## config.mk

```make
export PLATFORM = sky130hd
export DESIGN_NAME = distance_smoothing_level_mapper
export DESIGN_NICKNAME = d
export VERILOG_FILES = /design/src/hdl/dslm_pkg.sv /design/src/hdl/distance_smoothing_level_mapper.sv /design/src/hdl/dslm_datapath.sv /design/src/hdl/dslm_ctrl.sv
export VERILOG_INCLUDE_DIRS = /design/src /design/src/hdl
export SDC_FILE = /design/constraint.sdc
export NUM_CORES = 2
export LEC_CHECK = 0
export ABC_AREA = 1
export BUFFER_PORTS_ARGS = -buffer_cell sky130_fd_sc_hd__buf_2
export CORE_ASPECT_RATIO = 0.6
export CORE_MARGIN = 2
export CORE_UTILIZATION = 43
export CTS_BUF_LIST = sky130_fd_sc_hd__clkbuf_2 sky130_fd_sc_hd__clkbuf_4 sky130_fd_sc_hd__clkbuf_8
export DETAILED_ROUTE_END_ITERATION = 8
export GPL_ROUTABILITY_DRIVEN = 0
export SYNTH_ARGS = -nofsm -noshare
export SYNTH_HDL_FRONTEND = slang
export SYNTH_SLANG_ARGS = --single-unit
```

## constraint.sdc

```tcl
create_clock -name clk -period 14.2 [get_ports clk]
set_input_delay 0.71 -clock clk [delete_from_list [all_inputs] [get_ports clk]]
set_output_delay 0.71 -clock clk [all_outputs]
set_load 0.01 [all_outputs]
```

## src/hdl/distance_smoothing_level_mapper_defines.svh

```systemverilog
// Assertion macros shared by the distance smoothing level mapper RTL.
// No dependencies; included inside module bodies that carry assertions.
`ifndef DISTANCE_SMOOTHING_LEVEL_MAPPER_DEFINES_SVH
`define DISTANCE_SMOOTHING_LEVEL_MAPPER_DEFINES_SVH

// Same-cycle implication, disabled during reset.
`define DSLM_ASSERT_NOW(label, clk, rst, ante, cons, msg) \
  label: assert property (@(posedge clk) disable iff (rst) (ante) |-> (cons)) \
    else $error(msg);

// Next-cycle implication, disabled during reset.
`define DSLM_ASSERT_NEXT(label, clk, rst, ante, cons, msg) \
  label: assert property (@(posedge clk) disable iff (rst) (ante) |=> (cons)) \
    else $error(msg);

`endif

```

## src/hdl/dslm_pkg.sv

```systemverilog
// Shared types, opcodes and constants for the distance smoothing level mapper.
// No dependencies.
`default_nettype none

package dslm_pkg;

  // register indexes on the configuration port
  localparam logic [1:0] CFG_SMOOTHING_WEIGHT = 2'd0;
  localparam logic [1:0] CFG_LEVEL_GAIN       = 2'd1;
  localparam logic [1:0] CFG_ZERO_RUN_LIMIT   = 2'd2;

  localparam logic [15:0] WEIGHT_RST = 16'd6554;
  localparam logic [15:0] GAIN_RST   = 16'd10240;
  localparam logic [7:0]  LIMIT_RST  = 8'd3;

  localparam logic [15:0] LN2_Q16   = 16'd45426;
  localparam logic [6:0]  LEVEL_CAP = 7'd100;

  // datapath operations
  localparam logic [3:0] OP_NOP     = 4'd0;
  localparam logic [3:0] OP_LOAD    = 4'd1;
  localparam logic [3:0] OP_MUL_A   = 4'd2;
  localparam logic [3:0] OP_MUL_B   = 4'd3;
  localparam logic [3:0] OP_AVG     = 4'd4;
  localparam logic [3:0] OP_NORM    = 4'd5;
  localparam logic [3:0] OP_SQ      = 4'd6;
  localparam logic [3:0] OP_DIFF    = 4'd7;
  localparam logic [3:0] OP_GAIN_HI = 4'd8;
  localparam logic [3:0] OP_GAIN_LO = 4'd9;
  localparam logic [3:0] OP_FIN     = 4'd10;

  typedef struct packed {
    logic [3:0] op;
  } dslm_cmd_t;

  typedef struct packed {
    logic need_blend;
  } dslm_stat_t;

  // log2 in Q.16 by repeated squaring; elaboration-time use only
  function automatic logic [20:0] log2_q16(input logic [16:0] x);
    logic [4:0]  e;
    logic [63:0] y;
    logic [15:0] frac;
    e    = 5'd0;
    frac = 16'd0;
    for (int i = 0; i < 17; i++) begin
      if (x[i]) e = 5'(i);
    end
    y = {47'd0, x} << (6'd30 - {1'b0, e});
    for (int k = 0; k < 16; k++) begin
      y    = (y * y) >> 30;
      frac = {frac[14:0], y[31]};
      if (y[31]) y = y >> 1;
    end
    return {e, frac};
  endfunction

endpackage

`default_nettype wire

```

## src/hdl/distance_smoothing_level_mapper.sv

```systemverilog
// Distance smoothing level mapper: top level joining controller and datapath.
// Depends on dslm_pkg, dslm_ctrl, dslm_datapath.
//
// Usage:
//   Input channel (in_valid/in_stall, distance_cm) takes one request: a raw
//   reading in cm, 0 meaning no echo. Output channel (out_valid/out_stall)
//   returns level and smoothed_distance (Q8.8) for every request.
//   Config channel (cfg_valid/cfg_ready, cfg_index, cfg_data) is always ready;
//   write it only while the block is idle. Unknown indexes are ignored.
//   A request whose average is updated passes through the blend states; a short
//   zero run that holds the average skips them. One request is in flight at a
//   time, so a new request is taken only once the last is done. The log2 unit
//   runs a 16-step squaring loop on the shared 32x32 multiplier.
//   The result sits in an output register, so the next request is accepted
//   while it waits; a stalled receiver only holds the following result back.
//   Reset (rst, synchronous): average goes to the far limit, zero run count
//   to 0, registers to their defaults, both channels empty.
`default_nettype none

module distance_smoothing_level_mapper #(
  parameter int FAR_LIMIT_CM  = 200,
  parameter int NEAR_LIMIT_CM = 16
) (
  input  wire         clk,
  input  wire         rst,
  input  wire         in_valid,
  output logic        in_stall,
  input  wire  [8:0]  distance_cm,
  output logic        out_valid,
  input  wire         out_stall,
  output logic [6:0]  level,
  output logic [15:0] smoothed_distance,
  input  wire         cfg_valid,
  output logic        cfg_ready,
  input  wire  [1:0]  cfg_index,
  input  wire  [15:0] cfg_data
);
  import dslm_pkg::*;

  dslm_cmd_t  cmd;
  dslm_stat_t stat;

  assign cfg_ready = 1'b1;

  dslm_ctrl u_ctrl (
    .clk       (clk),
    .rst       (rst),
    .in_valid  (in_valid),
    .in_stall  (in_stall),
    .out_valid (out_valid),
    .out_stall (out_stall),
    .stat      (stat),
    .cmd       (cmd)
  );

  dslm_datapath #(
    .FAR_LIMIT_CM  (FAR_LIMIT_CM),
    .NEAR_LIMIT_CM (NEAR_LIMIT_CM)
  ) u_datapath (
    .clk               (clk),
    .rst               (rst),
    .cmd               (cmd),
    .stat              (stat),
    .cfg_write         (cfg_valid && cfg_ready),
    .cfg_index         (cfg_index),
    .cfg_data          (cfg_data),
    .distance_cm       (distance_cm),
    .level             (level),
    .smoothed_distance (smoothed_distance)
  );

endmodule

`default_nettype wire

```

## src/hdl/dslm_datapath.sv

```systemverilog
// Datapath: config registers, average/zero-run state, shared multiplier,
// log2 squaring loop and level scaling. Uses dslm_pkg and the defines header.
`default_nettype none

module dslm_datapath #(
  parameter int FAR_LIMIT_CM  = 200,
  parameter int NEAR_LIMIT_CM = 16
) (
  input  wire                   clk,
  input  wire                   rst,
  input  dslm_pkg::dslm_cmd_t   cmd,
  output dslm_pkg::dslm_stat_t  stat,
  input  wire                   cfg_write,
  input  wire  [1:0]            cfg_index,
  input  wire  [15:0]           cfg_data,
  input  wire  [8:0]            distance_cm,
  output logic [6:0]            level,
  output logic [15:0]           smoothed_distance
);
  import dslm_pkg::*;
  `include "distance_smoothing_level_mapper_defines.svh"

  localparam logic [8:0]  FAR_CM  = 9'(FAR_LIMIT_CM);
  localparam logic [8:0]  NEAR_CM = 9'(NEAR_LIMIT_CM);
  localparam logic [16:0] FAR_Q88 = 17'(FAR_LIMIT_CM * 256);
  localparam logic [15:0] AVG_RST = (FAR_LIMIT_CM * 256 > 65535) ? 16'hFFFF
                                                                 : 16'(FAR_LIMIT_CM * 256);
  localparam logic [20:0] LOG_FAR = log2_q16(FAR_Q88);

  logic [15:0] weight, gain;
  logic [7:0]  limit;
  logic [15:0] avg;
  logic [7:0]  zcnt;
  logic [8:0]  tgt;
  logic [52:0] acc;
  logic [30:0] y;
  logic [15:0] frac;
  logic [3:0]  lead;
  logic [15:0] plo;
  logic        lvl_zero, lvl_cap;

  logic [31:0] mul_a, mul_b;
  logic [63:0] prod;
  logic [31:0] sq;
  logic [7:0]  zinc;
  logic [8:0]  clamped;
  logic [3:0]  lead_next;
  logic [30:0] y_norm;
  logic [20:0] la, ldiff;
  logic [12:0] lv;

  // shared multiplier, operands picked by the current operation
  always_comb begin
    mul_a = 32'd0;
    mul_b = 32'd0;
    case (cmd.op)
      OP_MUL_A: begin
        mul_a = {16'd0, avg};
        mul_b = {15'd0, 17'h10000 - {1'b0, weight}};
      end
      OP_MUL_B: begin
        mul_a = {15'd0, tgt, 8'd0};
        mul_b = {16'd0, weight};
      end
      OP_SQ: begin
        mul_a = {1'b0, y};
        mul_b = {1'b0, y};
      end
      OP_DIFF: begin
        mul_a = {11'd0, ldiff};
        mul_b = {16'd0, LN2_Q16};
      end
      OP_GAIN_HI: begin
        mul_a = {11'd0, acc[36:16]};
        mul_b = {16'd0, gain};
      end
      OP_GAIN_LO: begin
        mul_a = {16'd0, plo};
        mul_b = {16'd0, gain};
      end
      default: begin
        mul_a = 32'd0;
        mul_b = 32'd0;
      end
    endcase
  end

  assign prod = mul_a * mul_b;
  assign sq   = prod[61:30];

  assign zinc = (zcnt == 8'hFF) ? 8'hFF : zcnt + 8'd1;
  assign stat.need_blend = (distance_cm != 9'd0) || (zinc > limit);

  always_comb begin
    clamped = distance_cm;
    if (distance_cm < NEAR_CM) clamped = NEAR_CM;
    if (distance_cm > FAR_CM)  clamped = FAR_CM;
  end

  always_comb begin
    lead_next = 4'd0;
    for (int i = 0; i < 16; i++) begin
      if (avg[i]) lead_next = 4'(i);
    end
  end

  assign y_norm = {15'd0, avg} << (5'd30 - {1'b0, lead_next});
  assign la     = {1'b0, lead, frac};
  assign ldiff  = LOG_FAR - la;
  assign lv     = acc[52:40];

  always_ff @(posedge clk) begin
    if (rst) begin
      weight <= WEIGHT_RST;
      gain   <= GAIN_RST;
      limit  <= LIMIT_RST;
    end else if (cfg_write) begin
      case (cfg_index)
        CFG_SMOOTHING_WEIGHT: weight <= cfg_data;
        CFG_LEVEL_GAIN:       gain   <= cfg_data;
        CFG_ZERO_RUN_LIMIT:   limit  <= cfg_data[7:0];
        default: ;
      endcase
    end
  end

  always_ff @(posedge clk) begin
    if (rst) begin
      avg  <= AVG_RST;
      zcnt <= 8'd0;
    end else begin
      case (cmd.op)
        OP_LOAD: zcnt <= (distance_cm == 9'd0) ? zinc : 8'd0;
        OP_AVG:  avg  <= (|acc[52:32]) ? 16'hFFFF : acc[31:16];
        default: ;
      endcase
    end
  end

  always_ff @(posedge clk) begin
    case (cmd.op)
      OP_LOAD: begin
        tgt <= (distance_cm == 9'd0) ? FAR_CM : clamped;
      end
      OP_MUL_A: begin
        acc <= 53'(prod[33:0]);
      end
      OP_MUL_B: begin
        acc <= acc + 53'(prod[33:0]) + 53'd32768;
      end
      OP_NORM: begin
        y    <= y_norm;
        lead <= lead_next;
        frac <= 16'd0;
      end
      OP_SQ: begin
        frac <= {frac[14:0], sq[31]};
        y    <= sq[31] ? sq[31:1] : sq[30:0];
      end
      OP_DIFF: begin
        lvl_cap  <= (avg == 16'd0);
        lvl_zero <= ({1'b0, avg} >= FAR_Q88) || (la >= LOG_FAR);
        acc      <= 53'(prod[36:0]);
      end
      OP_GAIN_HI: begin
        plo <= acc[15:0];
        acc <= 53'(prod[36:0]);
      end
      OP_GAIN_LO: begin
        acc <= {acc[36:0], 16'd0} + 53'(prod[31:0]);
      end
      OP_FIN: begin
        smoothed_distance <= avg;
        if (lvl_cap)                        level <= LEVEL_CAP;
        else if (lvl_zero)                  level <= 7'd0;
        else if (lv > 13'(LEVEL_CAP))       level <= LEVEL_CAP;
        else                                level <= lv[6:0];
      end
      default: ;
    endcase
  end

  `DSLM_ASSERT_NEXT(fin_level_capped_a, clk, rst, cmd.op == OP_FIN, level <= LEVEL_CAP,
    "level above cap after result load")
  `DSLM_ASSERT_NEXT(norm_mantissa_a, clk, rst, (cmd.op == OP_NORM) && (avg != 16'd0),
    y[30], "mantissa not normalized")
  `DSLM_ASSERT_NEXT(sq_mantissa_a, clk, rst, (cmd.op == OP_SQ) && (avg != 16'd0),
    y[30], "mantissa left range during squaring")

endmodule

`default_nettype wire

```

## src/hdl/dslm_ctrl.sv

```systemverilog
// Controller: sequences the datapath per request and owns both handshakes.
// Uses dslm_pkg and the defines header.
`default_nettype none

module dslm_ctrl (
  input  wire                   clk,
  input  wire                   rst,
  input  wire                   in_valid,
  output logic                  in_stall,
  output logic                  out_valid,
  input  wire                   out_stall,
  input  dslm_pkg::dslm_stat_t  stat,
  output dslm_pkg::dslm_cmd_t   cmd
);
  import dslm_pkg::*;
  `include "distance_smoothing_level_mapper_defines.svh"

  localparam logic [3:0] S_IDLE    = 4'd0;
  localparam logic [3:0] S_MUL_A   = 4'd1;
  localparam logic [3:0] S_MUL_B   = 4'd2;
  localparam logic [3:0] S_AVG     = 4'd3;
  localparam logic [3:0] S_NORM    = 4'd4;
  localparam logic [3:0] S_SQ      = 4'd5;
  localparam logic [3:0] S_DIFF    = 4'd6;
  localparam logic [3:0] S_GAIN_HI = 4'd7;
  localparam logic [3:0] S_GAIN_LO = 4'd8;
  localparam logic [3:0] S_FIN     = 4'd9;

  logic [3:0] state, state_next;
  logic [3:0] cnt;
  logic       accept, out_free, fin_load;

  assign in_stall = (state != S_IDLE);
  assign accept   = in_valid && !in_stall;
  assign out_free = !out_valid || !out_stall;
  assign fin_load = (state == S_FIN) && out_free;

  always_comb begin
    state_next = state;
    cmd.op     = OP_NOP;
    case (state)
      S_IDLE: begin
        if (accept) begin
          cmd.op     = OP_LOAD;
          state_next = stat.need_blend ? S_MUL_A : S_NORM;
        end
      end
      S_MUL_A: begin
        cmd.op     = OP_MUL_A;
        state_next = S_MUL_B;
      end
      S_MUL_B: begin
        cmd.op     = OP_MUL_B;
        state_next = S_AVG;
      end
      S_AVG: begin
        cmd.op     = OP_AVG;
        state_next = S_NORM;
      end
      S_NORM: begin
        cmd.op     = OP_NORM;
        state_next = S_SQ;
      end
      S_SQ: begin
        cmd.op = OP_SQ;
        if (cnt == 4'hF) state_next = S_DIFF;
      end
      S_DIFF: begin
        cmd.op     = OP_DIFF;
        state_next = S_GAIN_HI;
      end
      S_GAIN_HI: begin
        cmd.op     = OP_GAIN_HI;
        state_next = S_GAIN_LO;
      end
      S_GAIN_LO: begin
        cmd.op     = OP_GAIN_LO;
        state_next = S_FIN;
      end
      S_FIN: begin
        if (out_free) begin
          cmd.op     = OP_FIN;
          state_next = S_IDLE;
        end
      end
      default: begin
        state_next = S_IDLE;
      end
    endcase
  end

  always_ff @(posedge clk) begin
    if (rst) begin
      state     <= S_IDLE;
      cnt       <= 4'd0;
      out_valid <= 1'b0;
    end else begin
      state <= state_next;
      cnt   <= (state == S_SQ) ? cnt + 4'd1 : 4'd0;
      if (fin_load)        out_valid <= 1'b1;
      else if (!out_stall) out_valid <= 1'b0;
    end
  end

  `DSLM_ASSERT_NEXT(accept_leaves_idle_a, clk, rst, accept, state != S_IDLE,
    "request accepted but controller stayed idle")
  `DSLM_ASSERT_NEXT(sq_count_exit_a, clk, rst, (state == S_SQ) && (cnt == 4'hF),
    state == S_DIFF, "squaring loop did not end after sixteen steps")
  `DSLM_ASSERT_NEXT(fin_waits_a, clk, rst, (state == S_FIN) && out_valid && out_stall,
    (state == S_FIN) && out_valid, "pending result overwritten")

endmodule

`default_nettype wire

```

==> flow_metrics.py <==
metrics = {
    "cts": {
        "cts_resized": 0,
        "tritoncts_num_sinks": 227,
        "clkLatencyLatePin_ps": 680,
        "cts-hold-fix-buffers": 0,
        "cts_buffer_depth": 3,
        "cts_buffers": 37,
        "number_of_levels_the_h_tree_was_split_into": 2,
        "tritoncts": "done",
        "worst_setup_hold_path_clk_slew_ps": 80,
        "postCtsSetupRepairBufs": 0,
        "master_cell_of_the_clock_root_buffer": "sky130_fd_sc_hd__clkbuf_8",
    },
    "route": {
        "drt_first_pass_iters": 8,
        "antenna_violating_nets_post_route": 0,
        "routed-via-count": 41980,
        "drt_first_iter_violations": 6140,
        "detail_route.wl_per_cell_um": 23.8,
        "number_of_drc_violations_after_detailed_routing": 0,
        "routed_via_density": 5.58,
        "route.final.wire_length_mm": 179,
    },
    "setup_path": {
        "critPathMaxStageDelay_ps": 680,
        "worst_path_arrival_ps": 13200,
        "worst-setup-path-type": "flop to flop",
        "worst-endpoint-required_ps": 14600,
        "end_kind": "flop",
        "start_kind": "flop",
        "regToRegEndpoint": "u_datapath.acc[41]",
        "crit_path_max_fanout": 26,
        "crit_path_top_delay_cell": "sky130_fd_sc_hd__a2111oi_0",
        "timing.reg2reg.worst_path_depth": 45,
        "regToRegSetupSlack_ps": 1400,
        "rr_startpoint": "u_ctrl.state[2]",
    },
    "timing": {
        "finalClockSkew_ps": 67.3,
        "layout_min_cycle_time_ps": 12800,
        "setup_total_negative_slack_ps": 0,
        "slew_violations": 0,
        "final.hold.worst_slack_ps": 309,
        "rsz0062_at_grt": "no",
        "layout_setup_ws_ps": 1400,
        "setup_viol_count_final": 0,
        "finalCritPeriodShare": 0.902,
        "max_freq_ghz": 0.0781,
        "max_slew.worst_pin.slew_ps": 1230,
        "max-slew-margin-rel": 0.181,
        "final-hold-violation-count": 0,
    },
    "placed_design": {
        "port-buffer-count": 56,
        "dpl_worst_slack_ps": 1760,
        "detailed_place_hpwl_mm": 146,
    },
    "synthesis": {
        "post-synth-top-count-cell": "sky130_fd_sc_hd__inv_1",
        "netlist_area_pre_place_um2": 47400,
        "postSynth.topFlopCell": "sky130_fd_sc_hd__edfxtp_1",
        "netlist-cell-type-count": 65,
        "async_flop_share": 0,
        "ys_ff_latch": 227,
        "postSynthCellCount": 6024,
        "postSynthAreaPerCell_um2": 7.88,
        "yosysWarningCount": 0,
        "synthDominantCellAreaShare": 0.354,
        "synth-seq-area-share": 0.128,
        "synth-edff-count": 154,
        "largest_cells_by_area_after_synthesis": "sky130_fd_sc_hd__fa_1 (35%), sky130_fd_sc_hd__inv_1 (11%), sky130_fd_sc_hd__edfxtp_1 (9.7%), sky130_fd_sc_hd__ha_1 (9.3%), sky130_fd_sc_hd__nand2_1 (9.3%)",
        "ys_top_cells_by_count": "sky130_fd_sc_hd__inv_1 (1412), sky130_fd_sc_hd__nand2_1 (1172), sky130_fd_sc_hd__fa_1 (839)",
        "synth_fp_nets": 7247,
        "yosys.area.top_type": "sky130_fd_sc_hd__fa_1",
    },
    "grt": {
        "globalRouteOverflowTotal": 0,
        "global_route_wire_length_before_repair_mm": 267,
        "grt_pass1_vias": 40783,
        "grt_max_degree": 54,
        "groute.usage.overall": 0.320,
        "number_of_antenna_violations_at_the_first_check_in_global_routing": 6,
    },
    "power": {
        "pwr_density_cell_nw_per_um2": 65.2,
        "power_leakage_uw": 0.0242,
        "fin_total_pwr_uw": 3270,
        "vdd_drop_max_mv": 0.0809,
    },
    "worst_hold_path": {
        "hold_path_class": "input port to flop",
        "hold_path_startpoint": "cfg_data[13]",
        "min_path_cells": 3,
        "min_delay_worst_endpoint": "u_datapath.gain[13]",
    },
    "floorplan": {
        "core_um2": 109000,
        "die_area_um2": 113000,
        "die_height_um": 261,
        "die_x_um": 433,
        "rows": 94,
        "start_util": 0.433,
        "pin_count": 58,
    },
    "final_layout": {
        "num-fill-cells": 10923,
        "final_nets": 7221,
        "syn2layout_area_growth_pct": 5.68,
        "fraction_of_final_layout_cells_with_drive_strength_greater_than_1": 0.0541,
    },
    "flow_run": {
        "max-cap-violations": 0,
    },
    "status": {
        "status": "completed",
    },
}
[critical path: cells and delay by family, from the launching register on]
kind,cells,cell delay (ps)
adders and majority gates,11,5350
and+or+nand+nor,14,2510
AOI/OAI and AO/OA,8,2090
buffers and inverters,11,1860
xor gates and xnor gates,1,390
DFF,1,340
[worst max path at each step]
stage / from / endpoint / slack [ps]
finish: u_ctrl.state[2] / u_datapath.acc[41] / 1400
global route: u_ctrl.state[2] / u_datapath.acc[41] / 940
CTS: u_ctrl.state[2] / u_datapath.acc[41] / 1670
detailed placement: u_ctrl.state[2] / u_datapath.acc[41] / 1760
global placement: u_ctrl.state[3] / u_datapath.acc[36] / 1890
floorplan: u_ctrl.state[2] / u_datapath.acc[45] / 4200
[area by class of cell]
cell class | count | area [um^2] | area share
antenna | 6 | 15.0 | 0.000299
clock buffer | 48 | 604 | 0.0121
clock inverter | 20 | 183 | 0.00364
inverter | 1454 | 5460 | 0.109
multi-input combinational | 4148 | 35100 | 0.700
sequential | 227 | 6090 | 0.121
tap | 1488 | 1860 | 0.0371
timing repair buffer | 130 | 836 | 0.0167
[flip-flops by register name, summed over array words and instances, names as in the netlist, 7 cells and up]
signal and flops:
u_datapath.plo 16, u_datapath.acc 53, u_datapath.zcnt 8, u_datapath.level 7, u_datapath.frac 16, u_datapath.weight 16
u_datapath.gain 16, u_datapath.tgt 9, u_datapath.smoothed_distance 16, u_datapath.limit 8, u_datapath.avg 16, u_datapath.y 31
[cell families (layout without fill, tap and decap cells)]
kind of cell               count (synthesis)  after routing  synth area share
AOI/OAI and AO/OA                        703            703            0.0857
and+or+nand+nor                         2173           2173             0.190
DFF                                      227            227             0.128
adders and majority gates               1191           1191             0.447
xor gates and xnor gates                  79             79            0.0147
other                                      2              8          0.000158
buffers and inverters                   1649           1652             0.134
[per-layer routing]
metal  GRT usage  routed length, um
met5           0                 23
met4      0.0398               2550
met3       0.165              34700
met2       0.387              62300
met1       0.500              79100
[report_power, final]
part           internal [uW]  switching [uW]  leakage (uW)
sequential               795             135       0.00204
combinational            447            1220        0.0218
clock                    338             338      0.000412
total                   1580            1690        0.0242
[cell usage in the layout (no fill, tap or decap), types with 74 or more instances in the layout]
cell / Yosys / final
sky130_fd_sc_hd__a21oi_1: 253 / 252
sky130_fd_sc_hd__buf_4: 9 / 74
sky130_fd_sc_hd__edfxtp_1: 154 / 154
sky130_fd_sc_hd__fa_1: 839 / 839
sky130_fd_sc_hd__ha_1: 352 / 352
sky130_fd_sc_hd__inv_1: 1412 / 1412
sky130_fd_sc_hd__nand2_1: 1172 / 1171
sky130_fd_sc_hd__nand3_1: 230 / 229
sky130_fd_sc_hd__nor2_1: 566 / 558
sky130_fd_sc_hd__o21ai_0: 217 / 217
[stage by stage]
step	utilization	instances	area (um^2)
detailed placement	0.451	7447	49300
floorplan	-	6024	47400
global placement	0.451	7447	49300
global route	0.458	7516	50100
finish	0.458	7521	50100
CTS	0.458	7515	50100
Note: power is estimated with default switching activity, not from simulation.
